$ cat src/design/saf_pkg.sv
// saf_pkg: shared types and constants of the sonar altitude filter
// used by saf_ring and sonar_altitude_filter_core; no dependencies

package saf_pkg;

   // fixed field widths
   localparam int SAMPLE_W = 11;
   localparam int POS_W    = 15;
   localparam int VEL_W    = 24;
   localparam int GAIN_W   = 8;
   localparam int CSR_IDX_W = 2;

   // readings below this are too low
   localparam logic [SAMPLE_W-1:0] LOW_LIMIT_CM = 11'd3;

   // register indexes of the configuration port
   localparam logic [CSR_IDX_W-1:0] CSR_MAX_JUMP = 2'd0;
   localparam logic [CSR_IDX_W-1:0] CSR_RANGE    = 2'd1;
   localparam logic [CSR_IDX_W-1:0] CSR_GAIN     = 2'd2;

   // register reset values
   localparam logic [SAMPLE_W-1:0] MAX_JUMP_RST = 11'd50;
   localparam logic [SAMPLE_W-1:0] RANGE_RST    = 11'd700;
   localparam logic [GAIN_W-1:0]   GAIN_RST     = 8'd20;

   // classification of a limited reading as it travels down the pipeline
   typedef enum logic [1:0] {
      KIND_LOW,
      KIND_HIGH,
      KIND_FILL,
      KIND_MEAN
   } kind_type;

   // write request into the sample ring
   typedef struct packed {
      logic                en;
      logic [SAMPLE_W-1:0] sample;
   } ring_wr_type;

endpackage

$ cat src/design/saf_ring.sv
// saf_ring: ring of recent samples in a synchronous memory with prefetch of
// the slot that the next write replaces; depends on saf_pkg

module saf_ring #(
   parameter int AVG_DEPTH = 8
) (
   input  logic                          clock,
   input  logic                          reset,
   input  saf_pkg::ring_wr_type          wr,
   output logic [saf_pkg::SAMPLE_W-1:0]  old_sample
);

   localparam int IDX_W = $clog2(AVG_DEPTH);
   localparam logic [IDX_W-1:0] IDX_LAST = IDX_W'(AVG_DEPTH - 1);

   logic [saf_pkg::SAMPLE_W-1:0] mem [AVG_DEPTH];
   logic [saf_pkg::SAMPLE_W-1:0] rd_ff;
   logic [IDX_W-1:0]             wr_idx_ff;
   logic [IDX_W-1:0]             wr_idx_in;
   logic [AVG_DEPTH-1:0]         slot_vld_ff;
   logic [AVG_DEPTH-1:0]         slot_vld_in;

   // write pointer advances on every write and wraps at the ring depth
   always_comb begin
      wr_idx_in   = wr_idx_ff;
      slot_vld_in = slot_vld_ff;
      if (wr.en) begin
         wr_idx_in = (wr_idx_ff == IDX_LAST) ? '0 : wr_idx_ff + 1'b1;
         slot_vld_in[wr_idx_ff] = 1'b1;
      end
   end

   always_ff @(posedge clock) begin
      if (reset) begin
         wr_idx_ff   <= '0;
         slot_vld_ff <= '0;
      end else begin
         wr_idx_ff   <= wr_idx_in;
         slot_vld_ff <= slot_vld_in;
      end
   end

   // memory: write at the current slot, prefetch the slot the next write hits
   always_ff @(posedge clock) begin
      if (wr.en) begin
         mem[wr_idx_ff] <= wr.sample;
      end
      rd_ff <= mem[wr_idx_in];
   end

   // a slot never written since reset reads as zero
   assign old_sample = slot_vld_ff[wr_idx_ff] ? rd_ff : '0;

endmodule

$ cat src/design/sonar_altitude_filter_core.sv
// sonar_altitude_filter_core: slew limited moving average of sonar altitude with velocity
// path: a result is registered in stages 1, 2 and 3 and the output register before rsp_ shows it
// throughput: one reading per cycle while rsp_stall is low; sum and ring slot update per reading
// stalls: req_stall rises only once all four pipeline stages hold a result behind rsp_stall
// reset: synchronous, registers take their reset values and every ring slot reads as zero
// depends on saf_pkg and saf_ring

module sonar_altitude_filter_core #(
   parameter int AVG_DEPTH = 8
) (
   input  logic                             clock,
   input  logic                             reset,
   // reading channel
   input  logic                             req_valid,
   output logic                             req_stall,
   input  logic [saf_pkg::SAMPLE_W-1:0]     req_altitude_cm,
   input  logic                             req_read_failed,
   // result channel
   output logic                             rsp_valid,
   input  logic                             rsp_stall,
   output logic                             rsp_too_low,
   output logic                             rsp_too_high,
   output logic [saf_pkg::POS_W-1:0]        rsp_position_q4,
   output logic                             rsp_mean_ready,
   output logic signed [saf_pkg::VEL_W-1:0] rsp_velocity_q4,
   // register write channel
   input  logic                             csr_valid,
   output logic                             csr_ready,
   input  logic [saf_pkg::CSR_IDX_W-1:0]    csr_index,
   input  logic [saf_pkg::SAMPLE_W-1:0]     csr_wdata
);

   localparam int IDX_W  = $clog2(AVG_DEPTH);
   localparam int CNT_W  = $clog2(AVG_DEPTH + 1);
   localparam int SUM_W  = saf_pkg::SAMPLE_W + IDX_W;
   localparam int NUM_W  = SUM_W + 4;
   localparam int SHIFT  = NUM_W + IDX_W;
   localparam int RCP_W  = NUM_W + 2;
   localparam int PROD_W = NUM_W + RCP_W;
   localparam logic [RCP_W-1:0] RECIP =
      RCP_W'(((64'd1 << SHIFT) + 64'(AVG_DEPTH) - 64'd1) / 64'(AVG_DEPTH));
   localparam logic [NUM_W-1:0] ROUND_HALF = NUM_W'(AVG_DEPTH / 2);
   localparam logic [CNT_W-1:0] CNT_FULL   = CNT_W'(AVG_DEPTH);
   localparam logic [CNT_W-1:0] CNT_LAST   = CNT_W'(AVG_DEPTH - 1);

   // configuration registers
   logic [saf_pkg::SAMPLE_W-1:0] jump_ff;
   logic [saf_pkg::SAMPLE_W-1:0] range_ff;
   logic [saf_pkg::GAIN_W-1:0]   gain_ff;

   // filter state
   logic [saf_pkg::SAMPLE_W-1:0] prev_ff;
   logic [SUM_W-1:0]             sum_ff;
   logic [SUM_W-1:0]             sum_in;
   logic [CNT_W-1:0]             count_ff;
   logic                         mean_vld_ff;
   logic [saf_pkg::POS_W-1:0]    last_mean_ff;
   logic [saf_pkg::POS_W-1:0]    held_ff;

   // pipeline stages
   logic                         s1_vld_ff;
   saf_pkg::kind_type            s1_kind_ff;
   logic                         s1_had_mean_ff;
   logic [NUM_W-1:0]             s1_num_ff;
   logic                         s2_vld_ff;
   saf_pkg::kind_type            s2_kind_ff;
   logic                         s2_had_mean_ff;
   logic [PROD_W-1:0]            s2_prod_ff;
   logic [PROD_W-1:0]            s2_prod_in;
   logic                         s3_vld_ff;
   logic                         s3_low_ff;
   logic                         s3_high_ff;
   logic                         s3_ready_ff;
   logic                         s3_vel_en_ff;
   logic [saf_pkg::POS_W-1:0]    s3_pos_ff;
   logic [saf_pkg::POS_W-1:0]    s3_pos_in;
   logic signed [saf_pkg::POS_W:0] s3_diff_ff;
   logic signed [saf_pkg::POS_W:0] s3_diff_in;
   logic                         rsp_valid_ff;
   logic signed [saf_pkg::VEL_W:0] vel_full;

   logic                         s1_en;
   logic                         s2_en;
   logic                         s3_en;
   logic                         out_en;
   logic                         accept;
   logic                         take;

   logic [saf_pkg::SAMPLE_W:0]   hi_sum;
   logic [saf_pkg::SAMPLE_W-1:0] lim;
   logic                         is_low;
   logic                         is_high;
   logic                         mean_evt;
   saf_pkg::kind_type            kind;
   logic [saf_pkg::SAMPLE_W-1:0] old_sample;
   saf_pkg::ring_wr_type         ring_wr;
   logic [saf_pkg::POS_W-1:0]    mean;

   // register writes are always taken
   assign csr_ready = 1'b1;

   always_ff @(posedge clock) begin
      if (reset) begin
         jump_ff  <= saf_pkg::MAX_JUMP_RST;
         range_ff <= saf_pkg::RANGE_RST;
         gain_ff  <= saf_pkg::GAIN_RST;
      end else if (csr_valid && csr_ready) begin
         case (csr_index)
            saf_pkg::CSR_MAX_JUMP: jump_ff  <= csr_wdata;
            saf_pkg::CSR_RANGE:    range_ff <= csr_wdata;
            saf_pkg::CSR_GAIN:     gain_ff  <= csr_wdata[saf_pkg::GAIN_W-1:0];
            default: ;
         endcase
      end
   end

   // stage enables: a stage moves when empty or when the next one moves
   assign out_en    = !rsp_valid_ff || !rsp_stall;
   assign s3_en     = !s3_vld_ff || out_en;
   assign s2_en     = !s2_vld_ff || s3_en;
   assign s1_en     = !s1_vld_ff || s2_en;
   assign req_stall = !s1_en;
   assign accept    = req_valid && s1_en;
   assign take      = accept && !req_read_failed;

   // slew limit against the previous limited reading
   always_comb begin
      hi_sum = {1'b0, prev_ff} + {1'b0, jump_ff};
      if ({1'b0, req_altitude_cm} > hi_sum) begin
         lim = hi_sum[saf_pkg::SAMPLE_W-1:0];
      end else if (prev_ff >= jump_ff && req_altitude_cm < prev_ff - jump_ff) begin
         lim = prev_ff - jump_ff;
      end else begin
         lim = req_altitude_cm;
      end
   end

   // classify the limited reading
   always_comb begin
      is_low   = lim < saf_pkg::LOW_LIMIT_CM;
      is_high  = !is_low && lim >= range_ff;
      mean_evt = !is_low && !is_high && count_ff >= CNT_LAST;
      if (is_low) begin
         kind = saf_pkg::KIND_LOW;
      end else if (is_high) begin
         kind = saf_pkg::KIND_HIGH;
      end else if (mean_evt) begin
         kind = saf_pkg::KIND_MEAN;
      end else begin
         kind = saf_pkg::KIND_FILL;
      end
   end

   // ring write and running sum
   assign ring_wr.en     = take && !is_low && !is_high;
   assign ring_wr.sample = lim;
   assign sum_in = sum_ff - SUM_W'(old_sample) + SUM_W'(lim);

   saf_ring #(
      .AVG_DEPTH (AVG_DEPTH)
   ) u_ring (
      .clock      (clock),
      .reset      (reset),
      .wr         (ring_wr),
      .old_sample (old_sample)
   );

   // filter state update on each reading transfer that is not a failed read
   always_ff @(posedge clock) begin
      if (reset) begin
         prev_ff     <= '0;
         sum_ff      <= '0;
         count_ff    <= '0;
         mean_vld_ff <= 1'b0;
      end else if (take) begin
         prev_ff <= lim;
         if (is_low || is_high) begin
            count_ff    <= '0;
            mean_vld_ff <= 1'b0;
         end else begin
            sum_ff <= sum_in;
            if (mean_evt) begin
               count_ff    <= CNT_FULL;
               mean_vld_ff <= 1'b1;
            end else begin
               count_ff <= count_ff + 1'b1;
            end
         end
      end
   end

   // stage 1: classification and rounded numerator of the mean
   always_ff @(posedge clock) begin
      if (reset) begin
         s1_vld_ff <= 1'b0;
      end else if (s1_en) begin
         s1_vld_ff <= take;
      end
   end

   always_ff @(posedge clock) begin
      if (s1_en) begin
         s1_kind_ff     <= kind;
         s1_had_mean_ff <= mean_vld_ff;
         s1_num_ff      <= {sum_in, 4'b0000} + ROUND_HALF;
      end
   end

   // stage 2: division by the depth as multiply by its reciprocal
   assign s2_prod_in = PROD_W'(s1_num_ff) * PROD_W'(RECIP);

   always_ff @(posedge clock) begin
      if (reset) begin
         s2_vld_ff <= 1'b0;
      end else if (s2_en) begin
         s2_vld_ff <= s1_vld_ff;
      end
   end

   always_ff @(posedge clock) begin
      if (s2_en) begin
         s2_kind_ff     <= s1_kind_ff;
         s2_had_mean_ff <= s1_had_mean_ff;
         s2_prod_ff     <= s2_prod_in;
      end
   end

   // stage 3: position select, mean difference, held and last mean update
   assign mean       = s2_prod_ff[SHIFT +: saf_pkg::POS_W];
   assign s3_diff_in = $signed({1'b0, mean}) - $signed({1'b0, last_mean_ff});

   always_comb begin
      case (s2_kind_ff)
         saf_pkg::KIND_LOW:  s3_pos_in = '0;
         saf_pkg::KIND_HIGH: s3_pos_in = {range_ff, 4'b0000};
         saf_pkg::KIND_MEAN: s3_pos_in = mean;
         default:            s3_pos_in = held_ff;
      endcase
   end

   always_ff @(posedge clock) begin
      if (reset) begin
         s3_vld_ff    <= 1'b0;
         held_ff      <= '0;
         last_mean_ff <= '0;
      end else if (s3_en) begin
         s3_vld_ff <= s2_vld_ff;
         if (s2_vld_ff) begin
            held_ff <= s3_pos_in;
            if (s2_kind_ff == saf_pkg::KIND_MEAN) begin
               last_mean_ff <= mean;
            end
         end
      end
   end

   always_ff @(posedge clock) begin
      if (s3_en) begin
         s3_low_ff    <= s2_kind_ff == saf_pkg::KIND_LOW;
         s3_high_ff   <= s2_kind_ff == saf_pkg::KIND_HIGH;
         s3_ready_ff  <= s2_kind_ff == saf_pkg::KIND_MEAN;
         s3_vel_en_ff <= s2_kind_ff == saf_pkg::KIND_MEAN && s2_had_mean_ff;
         s3_pos_ff    <= s3_pos_in;
         s3_diff_ff   <= s3_diff_in;
      end
   end

   // output register: velocity as gain times mean difference, zero unless a mean follows an earlier mean
   assign vel_full = (saf_pkg::VEL_W+1)'($signed({1'b0, gain_ff}))
                   * (saf_pkg::VEL_W+1)'(s3_diff_ff);

   always_ff @(posedge clock) begin
      if (reset) begin
         rsp_valid_ff <= 1'b0;
      end else if (out_en) begin
         rsp_valid_ff <= s3_vld_ff;
      end
   end

   always_ff @(posedge clock) begin
      if (out_en) begin
         rsp_too_low     <= s3_low_ff;
         rsp_too_high    <= s3_high_ff;
         rsp_mean_ready  <= s3_ready_ff;
         rsp_position_q4 <= s3_pos_ff;
         rsp_velocity_q4 <= s3_vel_en_ff ? vel_full[saf_pkg::VEL_W-1:0] : '0;
      end
   end

   assign rsp_valid = rsp_valid_ff;

`ifndef SYNTHESIS
   // valid count saturates at the ring depth
   a_count_bound: assert property (@(posedge clock) disable iff (reset)
      count_ff <= CNT_FULL)
      else $error("valid count above ring depth");

   // a failed read leaves the limiter state untouched
   a_failed_ignored: assert property (@(posedge clock) disable iff (reset)
      (accept && req_read_failed) |=> $stable(prev_ff) && $stable(count_ff))
      else $error("failed read changed filter state");

   // a too low result always reports position zero and no mean
   a_low_result: assert property (@(posedge clock) disable iff (reset)
      (rsp_valid && rsp_too_low) |-> (rsp_position_q4 == '0 && !rsp_mean_ready))
      else $error("too low result carries a position or mean");

   // velocity is zero unless a new mean was produced
   a_vel_needs_mean: assert property (@(posedge clock) disable iff (reset)
      (rsp_valid && !rsp_mean_ready) |-> rsp_velocity_q4 == '0)
      else $error("velocity without a new mean");

   // a ring write only happens for a reading inside the usable range
   a_ring_write_range: assert property (@(posedge clock) disable iff (reset)
      ring_wr.en |-> (ring_wr.sample >= saf_pkg::LOW_LIMIT_CM && ring_wr.sample < range_ff))
      else $error("out of range reading written to the ring");
`endif

endmodule
$ cat config.mk
export PLATFORM = sky130hd
export DESIGN_NAME = sonar_altitude_filter_core
export DESIGN_NICKNAME = d
export VERILOG_FILES = /design/src/design/saf_pkg.sv /design/src/design/saf_ring.sv /design/src/design/sonar_altitude_filter_core.sv
export SDC_FILE = /design/constraint.sdc
export NUM_CORES = 1
export LEC_CHECK = 0
export ABC_CLOCK_PERIOD_IN_PS = 8000
export CAP_MARGIN = 20
export CORE_MARGIN = 5
export CORE_UTILIZATION = 55
export CTS_BUF_LIST = sky130_fd_sc_hd__clkbuf_16
export DETAILED_ROUTE_END_ITERATION = 12
export DONT_BUFFER_PORTS = 1
export PLACE_DENSITY = 0.67
export SLEW_MARGIN = 20
export SYNTH_ARGS = -nofsm -noshare
export SYNTH_HDL_FRONTEND = slang
export SYNTH_SLANG_ARGS = --single-unit
$ cat constraint.sdc
create_clock -name clock -period 8 [get_ports clock]
set_input_delay 1.6 -clock clock [delete_from_list [all_inputs] [get_ports clock]]
set_output_delay 1.6 -clock clock [all_outputs]
set_load 0.02 [all_outputs]
==> results of run 1 <==
==> registers in the layout, indices dropped and copies added, names as in the netlist, 2 cells and up <==
name                flops
s2_prod_ff             14
last_mean_ff           14
s3_pos_ff              15
s1_num_ff              14
sum_ff                 14
s3_diff_ff             15
count_ff                4
u_ring.slot_vld_ff      8
u_ring.rd_ff           11
jump_ff                11
range_ff               11
prev_ff                11
rsp_velocity_q4        23
held_ff                15
u_ring.mem             88
s2_kind_ff              2
rsp_position_q4        15
s1_kind_ff              2
u_ring.wr_idx_ff        3
gain_ff                 8
==> stage by stage <==
step | hold slack (ps) | setup TNS, ps
finish | 418 | 0
global route | 424 | -19.4
CTS | 420 | 0
detailed placement | 405 | 0
global placement | 400 | 0
floorplan | 400 | 0
==> area by class of cell <==
class                           instances  area [um^2]  area share (%)
Clock inverter                         28          278            1.33
Tap cell                              455          569            2.72
Inverter                              215          807            3.86
Timing Repair Buffer                   36          295            1.41
Sequential cell                       312         8220            39.3
Clock buffer                           34          851            4.07
Multi-Input combinational cell       1202         9900            47.3
==> placed cells by master (no fill, tap or decap), types with 32 or more instances in the layout <==
cell type,Yosys,layout
and2_1,95,95
inv_1,213,216
ha_1,126,125
nand2_1,185,184
mux2i_1,95,94
edfxtp_1,197,197
buf_4,5,34
dfxtp_1,115,115
clkbuf_16,0,34
a21oi_1,96,96
fa_1,108,108
nor2_1,126,125
xnor2_1,36,34
o21ai_0,32,32
==> critical path: cells and delay by family (launching register included) <==
kind / cells / cell delay [ps]
flip-flops: 1 / 360
buffers and inverters: 3 / 540
adder cells (fa/ha/maj): 3 / 940
multiplexers: 5 / 1080
AO/OA/AOI/OAI: 13 / 2590
AND/OR/NAND/NOR: 10 / 1900
==> synthesized netlist by cell type, types with 18 or more instances <==
cell and number:
inv_1 213, edfxtp_1 197, nand2_1 185, ha_1 126
nor2_1 126, dfxtp_1 115, fa_1 108, a21oi_1 96
and2_1 95, mux2i_1 95, clkbuf_1 44, xnor2_1 36
o21ai_0 32, mux2_2 23, nor3_1 22, nand2b_1 19
nand3_1 18
==> per-layer routing <==
| layer | GRT usage, % | wire, um | vias to the layer above |
|---|---|---|---|
| met1 | 30.8 | 19300 | 6295 |
| met4 | 5.83 | 1100 | 0 |
| li1 | - | - | 6101 |
| met5 | 0 | 0 | - |
| met2 | 36.6 | 20400 | 252 |
| met3 | 3.09 | 1700 | 71 |
==> repair_timing <==
action | 4_1_cts | 5_1_grt
buffers inserted | 0 | 1
gates resized for setup | 0 | 10
setup endpoints to repair | 0 | 23
==> power by group <==
part	leakage [nW]	internal, mW	total [mW]	switching, mW
Clock	0.555	0.893	1.56	0.669
Combinational	5.68	2.24	5.28	3.04
Sequential	2.97	2.39	2.74	0.359
Total	9.20	5.51	9.58	4.07
==> kinds of logic after synthesis <==
family | share of synthesized area (%)
AOI/OAI and AO/OA | 9.45
buffers and inverters | 6.01
DFF | 42.8
other | 0.0391
xor gates and xnor gates | 1.96
muxes | 6.72
adders and majority gates | 19.5
and+or+nand+nor | 13.5
==> how the worst min path moves through the flow <==
stage,to,startpoint,cells past startpoint,slack [ps]
floorplan,rsp_mean_ready,s3_ready_ff,0,400
global placement,s2_kind_ff[1],s1_kind_ff[1],0,400
detailed placement,rsp_position_q4[0],s3_pos_ff[0],0,410
CTS,s2_kind_ff[0],s1_kind_ff[0],0,420
global route,rsp_position_q4[7],s3_pos_ff[7],0,420
finish,s2_prod_ff[31],s1_num_ff[13],0,420
==> run metrics, run 1 <==
CP Max Fanout 45; reg2reg path depth 34; Max Cap Viol 0; post-route setup slack 412 ps; clock sink count ~310; Starting Density 55.6%; run status complete, no violations; P&R area growth vs syn 8.94%; crit path time final 7590 ps; CP dominant cell by count a21o_1; Clk pin slew, worst setup/hold paths roughly 60 ps; leading area contributor after synthesis edfxtp_1; Fin. Hold Viols 0; Top FF cell, synth edfxtp_1; First-pass DRT Iterations 5; Core Util, Final slightly above 60%; CTS Hold Bufs 0; Worst-Margin Slew 995 ps; Mapped Area 19200 um^2; clock skew 32.3 ps; DRC viols 0; Worst EP arrival approximately 8000 ps; vias in the first global route 12700; sequential area share after synthesis 42.8%; worst r2r dst u_ring.rd_ff[7]; I/O pins 75; first-pass GRT wire length 68500 um; final setup violation count 0; Iteration-0 DRC Markers between 700 and 800; Worst Setup SP jump_ff[2]; Async S/R FF share, synth 0%; post-synth top area share 30.8%; final std cell area, no fill 20900 um^2; initial antenna violation count 0; H-tree level count 2; Core ar. 34500 um^2; final wirelength ~42000 um; WL/cell 18.6 um; CP Class flop to flop; flop-to-flop setup slack 410 ps; fill cell total of the finished layout 2847; reg-to-reg startpoint jump_ff[2]; period utilization 94.9%; std cell rows a little under 70; Post-Syn Instances between 1500 and 2000; CTS max path bufs 3; ranking of synthesized cells by area edfxtp_1 (31%), dfxtp_1 (12%), fa_1 (11%), ha_1 (8.2%), mux2i_1 (5.0%); f_max 0.132 GHz; I/O Buffers 0; total power around 9.6 mW; die area 38700 um^2; GP Congestion 0.901; Critical Path End Type flop; Syn Nets 2062; critical path required time 8430 ps; Syn Area/Cell 10.7 um^2; Slew headroom 33.5%; Inserted Diodes 0; # nets final 2065; CTS tree built; Placed Cells ~2200; Root Driver clkbuf_16; CTS buffer count 34; Max VDD drop 0.265 mV; Finished Layout Cells 2282; all-layer global routing usage 22.0%; Worst Hold Class flop to flop; Die Wd 197 um; Final Max Slew Viols 0; DP Area 19700 um^2; Power Density roughly 460 nW/um^2; HPWL after DPL 31900 um; Post-synth EDFFs 197; vias per inst 5.57; Critical Path Max Stage Delay roughly 400 ps; P_leak 9.20 nW; fraction of layout cells with a size suffix above 1 8.43%; Vias ~13000; Place WS 300 ps; Final ANT Viol Nets 0; Ys Warns 0; Unique masters post-synth 87; Die H 197 um; CP endpoint u_ring.rd_ff[7]; CP Launch Type flop; Worst-Skew Late Latency ~550 ps; CP max stage cell a2111oi_0; largest net degree at the start of global routing 105; flops & latches, synth 312; global route overflow 0
Note: power is estimated with default switching activity, not from simulation.
==> run 2: changes to the inputs <==
--- a/config.mk
+++ b/config.mk
@@ -5,6 +5,7 @@
 export SDC_FILE = /design/constraint.sdc
 export NUM_CORES = 1
 export LEC_CHECK = 0
+export ABC_AREA = 1
 export ABC_CLOCK_PERIOD_IN_PS = 8000
 export CAP_MARGIN = 20
 export CORE_MARGIN = 5
==> run 2 against run 1 <==
Count of clock-buffer cells in the layout increased by 1. Combinational power decreased by 36%. Via count increased by 11%. Wire length increased by 8.7%. First-iteration DRC count increased by 54%.
==> run metrics, run 2 <==
Slew headroom 42.0% (+8.4 points); period utilization 86.5% (-8.3 points); Clk pin slew, worst setup/hold paths 60 ps (about the same); max reg flops 88 (unchanged); most frequent cells after synthesis nand2_1 (489), inv_1 (451), edfxtp_1 (197), ha_1 (126), a21oi_1 (125); Power Density 358 nW/um^2 (-22%); final wirelength 46100 um (+8.7%); top flop regs u_ring.mem: 88 flops, rsp_velocity_q4: 23 flops; vias per inst 5.35 (-4.1%); Die Wd 198 um (+0.83%); Critical Path Max Stage Delay 460 ps (+60 ps); P_leak 10.3 nW (+11%); Fin. Hold Viols 0 (unchanged); Place WS 1190 ps (+891 ps); WL/cell 17.5 um (-5.7%); P&R area growth vs syn 7.18%; Adder-Cell Fraction of Synth Area 19.1% (-0.34 points); f_max 0.144 GHz (+9.6%); clock skew 15.8 ps (-16.5 ps); fill cell total of the finished layout 3047 (+7.0%); Top FF cell, synth edfxtp_1; most frequent cells in the layout nand2_1 (488), inv_1 (452), edfxtp_1 (197); Largest Register u_ring.mem; Ys Warns 0 (unchanged); Max VDD drop 0.266 mV (+0.46%); Buf/Inv on CP 5 (+2); Root Driver clkbuf_16; CP delay by family, top simple AND/OR/NAND/NOR gates; CTS tree built; Max Cap Viol 0 (unchanged); crit path time final 6920 ps (-665 ps); Post-Syn Instances 2182 (+21%); flops & latches, synth 312 (unchanged); area of the multi-input gates 9140 um^2 (-7.6%); vias in the first global route 13900 (+9.4%); Post-synth EDFFs 197 (unchanged); # nets final 2406 (+17%); largest net degree at the start of global routing 61 (-42%); Final ANT Viol Nets 0 (unchanged); first-pass GRT wire length 74800 um (+9.3%); Inserted Diodes 0 (unchanged); sequential area share after synthesis 42.1% (-0.74 points); Mapped Area 19500 um^2 (+1.8%); Final TNS setup 0 ps (unchanged); global route overflow 0 (unchanged); H-tree level count 2 (unchanged); ranking of synthesized cells by area edfxtp_1 (30%), dfxtp_1 (12%), fa_1 (11%), nand2_1 (9.4%), inv_1 (8.7%); post-route setup slack 1080 ps (+665 ps); Syn Nets 2446 (+19%); Worst EP arrival 7400 ps (-620 ps); I/O pins 75 (unchanged); run status complete, no violations; multiplexer share of the synthesized area 0% (-6.7 points); RSZ-0062 raised after global routing no; Worst Hold Class flop to flop; CP Launch Type flop; GP Congestion 0.924 (+2.6%); Die H 198 um (+0.83%); Worst Setup SP prev_ff[0]; Syn Area/Cell 8.96 um^2 (-16%); Vias 14100 (+11%); main combinational cell family by area after synthesis adder cells; critical path required time 8470 ps (+40 ps); DRC viols 0 (unchanged); initial antenna violation count 0 (unchanged); CP Max Fanout 25 (-44%); Unique masters post-synth 55 (-37%); Core ar. 35300 um^2 (+2.2%); HPWL after DPL 34100 um (+6.8%); post-synth top area share 30.3% (-0.53 points); post-synthesis simple-gate area fraction 17.0% (+3.5 points); CP max stage cell nand2_2; Compound-Gate Fraction of Synth Area 8.50% (-0.95 points); CTS Hold Bufs 0 (unchanged); First-pass DRT Iterations 8 (+3); Worst-Margin Slew 864 ps (-131 ps); postcts setup bufs 0 (unchanged); CP Class flop to flop; clock sink count 312 (unchanged); Post-CTS Resized 0 (unchanged); fraction of layout cells with a size suffix above 1 5.95% (-2.5 points); Final Max Slew Viols 0 (unchanged); Synth Area in XOR/XNOR 2.02% (+0.056 points); most common library cell in the layout ignoring fill and taps nand2_1; reg-to-reg startpoint prev_ff[0]; die area 39400 um^2 (+1.7%); Async S/R FF share, synth 0% (unchanged); all-layer global routing usage 23.8% (+1.7 points); leading area contributor after synthesis edfxtp_1; Iteration-0 DRC Markers 1150 (+54%); I/O Buffers 0 (unchanged); Critical Path End Type flop; CTS buffer count 35 (+2.9%); CP dominant cell by count nand2_1; final setup violation count 0 (unchanged); CTS max path bufs 3 (unchanged); Worst Hold Launch s3_pos_ff[7]; Worst-Skew Late Latency 540 ps (about the same); count leader, synth nand2_1; std cell rows 69 (+1.5%); Starting Density 55.3% (-0.25 points); FF+latch area 8220 um^2 (unchanged)
[run 2: changes by cell type in the layout (fill, tap and decap cells not counted), sizes merged, moves of 23 or more]
cell,delta
xor2,+26
a21oi,+30
nand3,+111
inv,+241
nor2,-61
xnor2,-24
o21ai,+36
and2,-95
nand2,+315
mux2i,-97
mux2,-23
[run 2: worst reg2reg max path: cells and delay by family, from the launching register on]
family	cells	cell delay, ps
simple gates	24	3510
compound gates	5	760
fa+ha+maj	4	1190
flops	1	320
xor+xnor	1	250
buf+inv	5	840
[run 2: layer usage]
metal  vias to the layer above  GRT usage (%)  wire length (um)
met5                         -              0                 0
met2                       379           40.4             22500
met4                         0           6.41              1120
met3                        71           3.01              2200
met1                      6759           32.5             20300
li1                       6853              -                 -
[run 2: cells by family (layout without fill, tap and decap cells)]
kind of cell	count (synthesis)	count (layout)
adder cells (fa/ha/maj)	234	234
flip-flops	312	312
other	2	2
buffers and inverters	551	538
AND/OR/NAND/NOR	752	752
AO/OA/AOI/OAI	286	286
XOR/XNOR	45	45
[run 2: path summary, 6_finish.rpt]
path	end	slack [ps]	depth (start not counted)
max	u_ring.rd_ff[5]	1080	39
min	rsp_position_q4[7]	410	0
max reg2reg	u_ring.rd_ff[5]	1080	39
min reg2reg	rsp_position_q4[7]	410	0
[run 2: area by class of cell]
cell class	count	share of cell area (%)
multi-input cells	1319	43.7
flip-flops and latches	312	39.2
inverters	458	8.21
clock buffers	35	4.18
well taps	461	2.75
clock inverters	29	1.39
repair buffers	16	0.573
[run 2: per-stage QoR]
step / std cells / power, mW / hold slack, ps / area [um^2] / util (%)
3_5_place_dp: 2566 / 5.90 / 405 / 19800 / 56.0
4_1_cts: 2630 / 7.56 / 417 / 20900 / 59.3
2_1_floorplan: 2182 / 5.02 / 400 / 19500 / -
3_3_place_gp: 2566 / 5.81 / 402 / 19800 / 56.0
5_1_grt: 2630 / 8.15 / 421 / 20900 / 59.3
6_report: 2630 / 7.50 / 412 / 20900 / 59.3
[run 2: power by group]
part	total, mW	leakage, nW	switching (mW)	internal (mW)
registers	2.50	2.97	0.312	2.18
logic	3.37	6.71	2.17	1.21
clock network	1.63	0.586	0.681	0.947
total	7.50	10.3	3.16	4.34
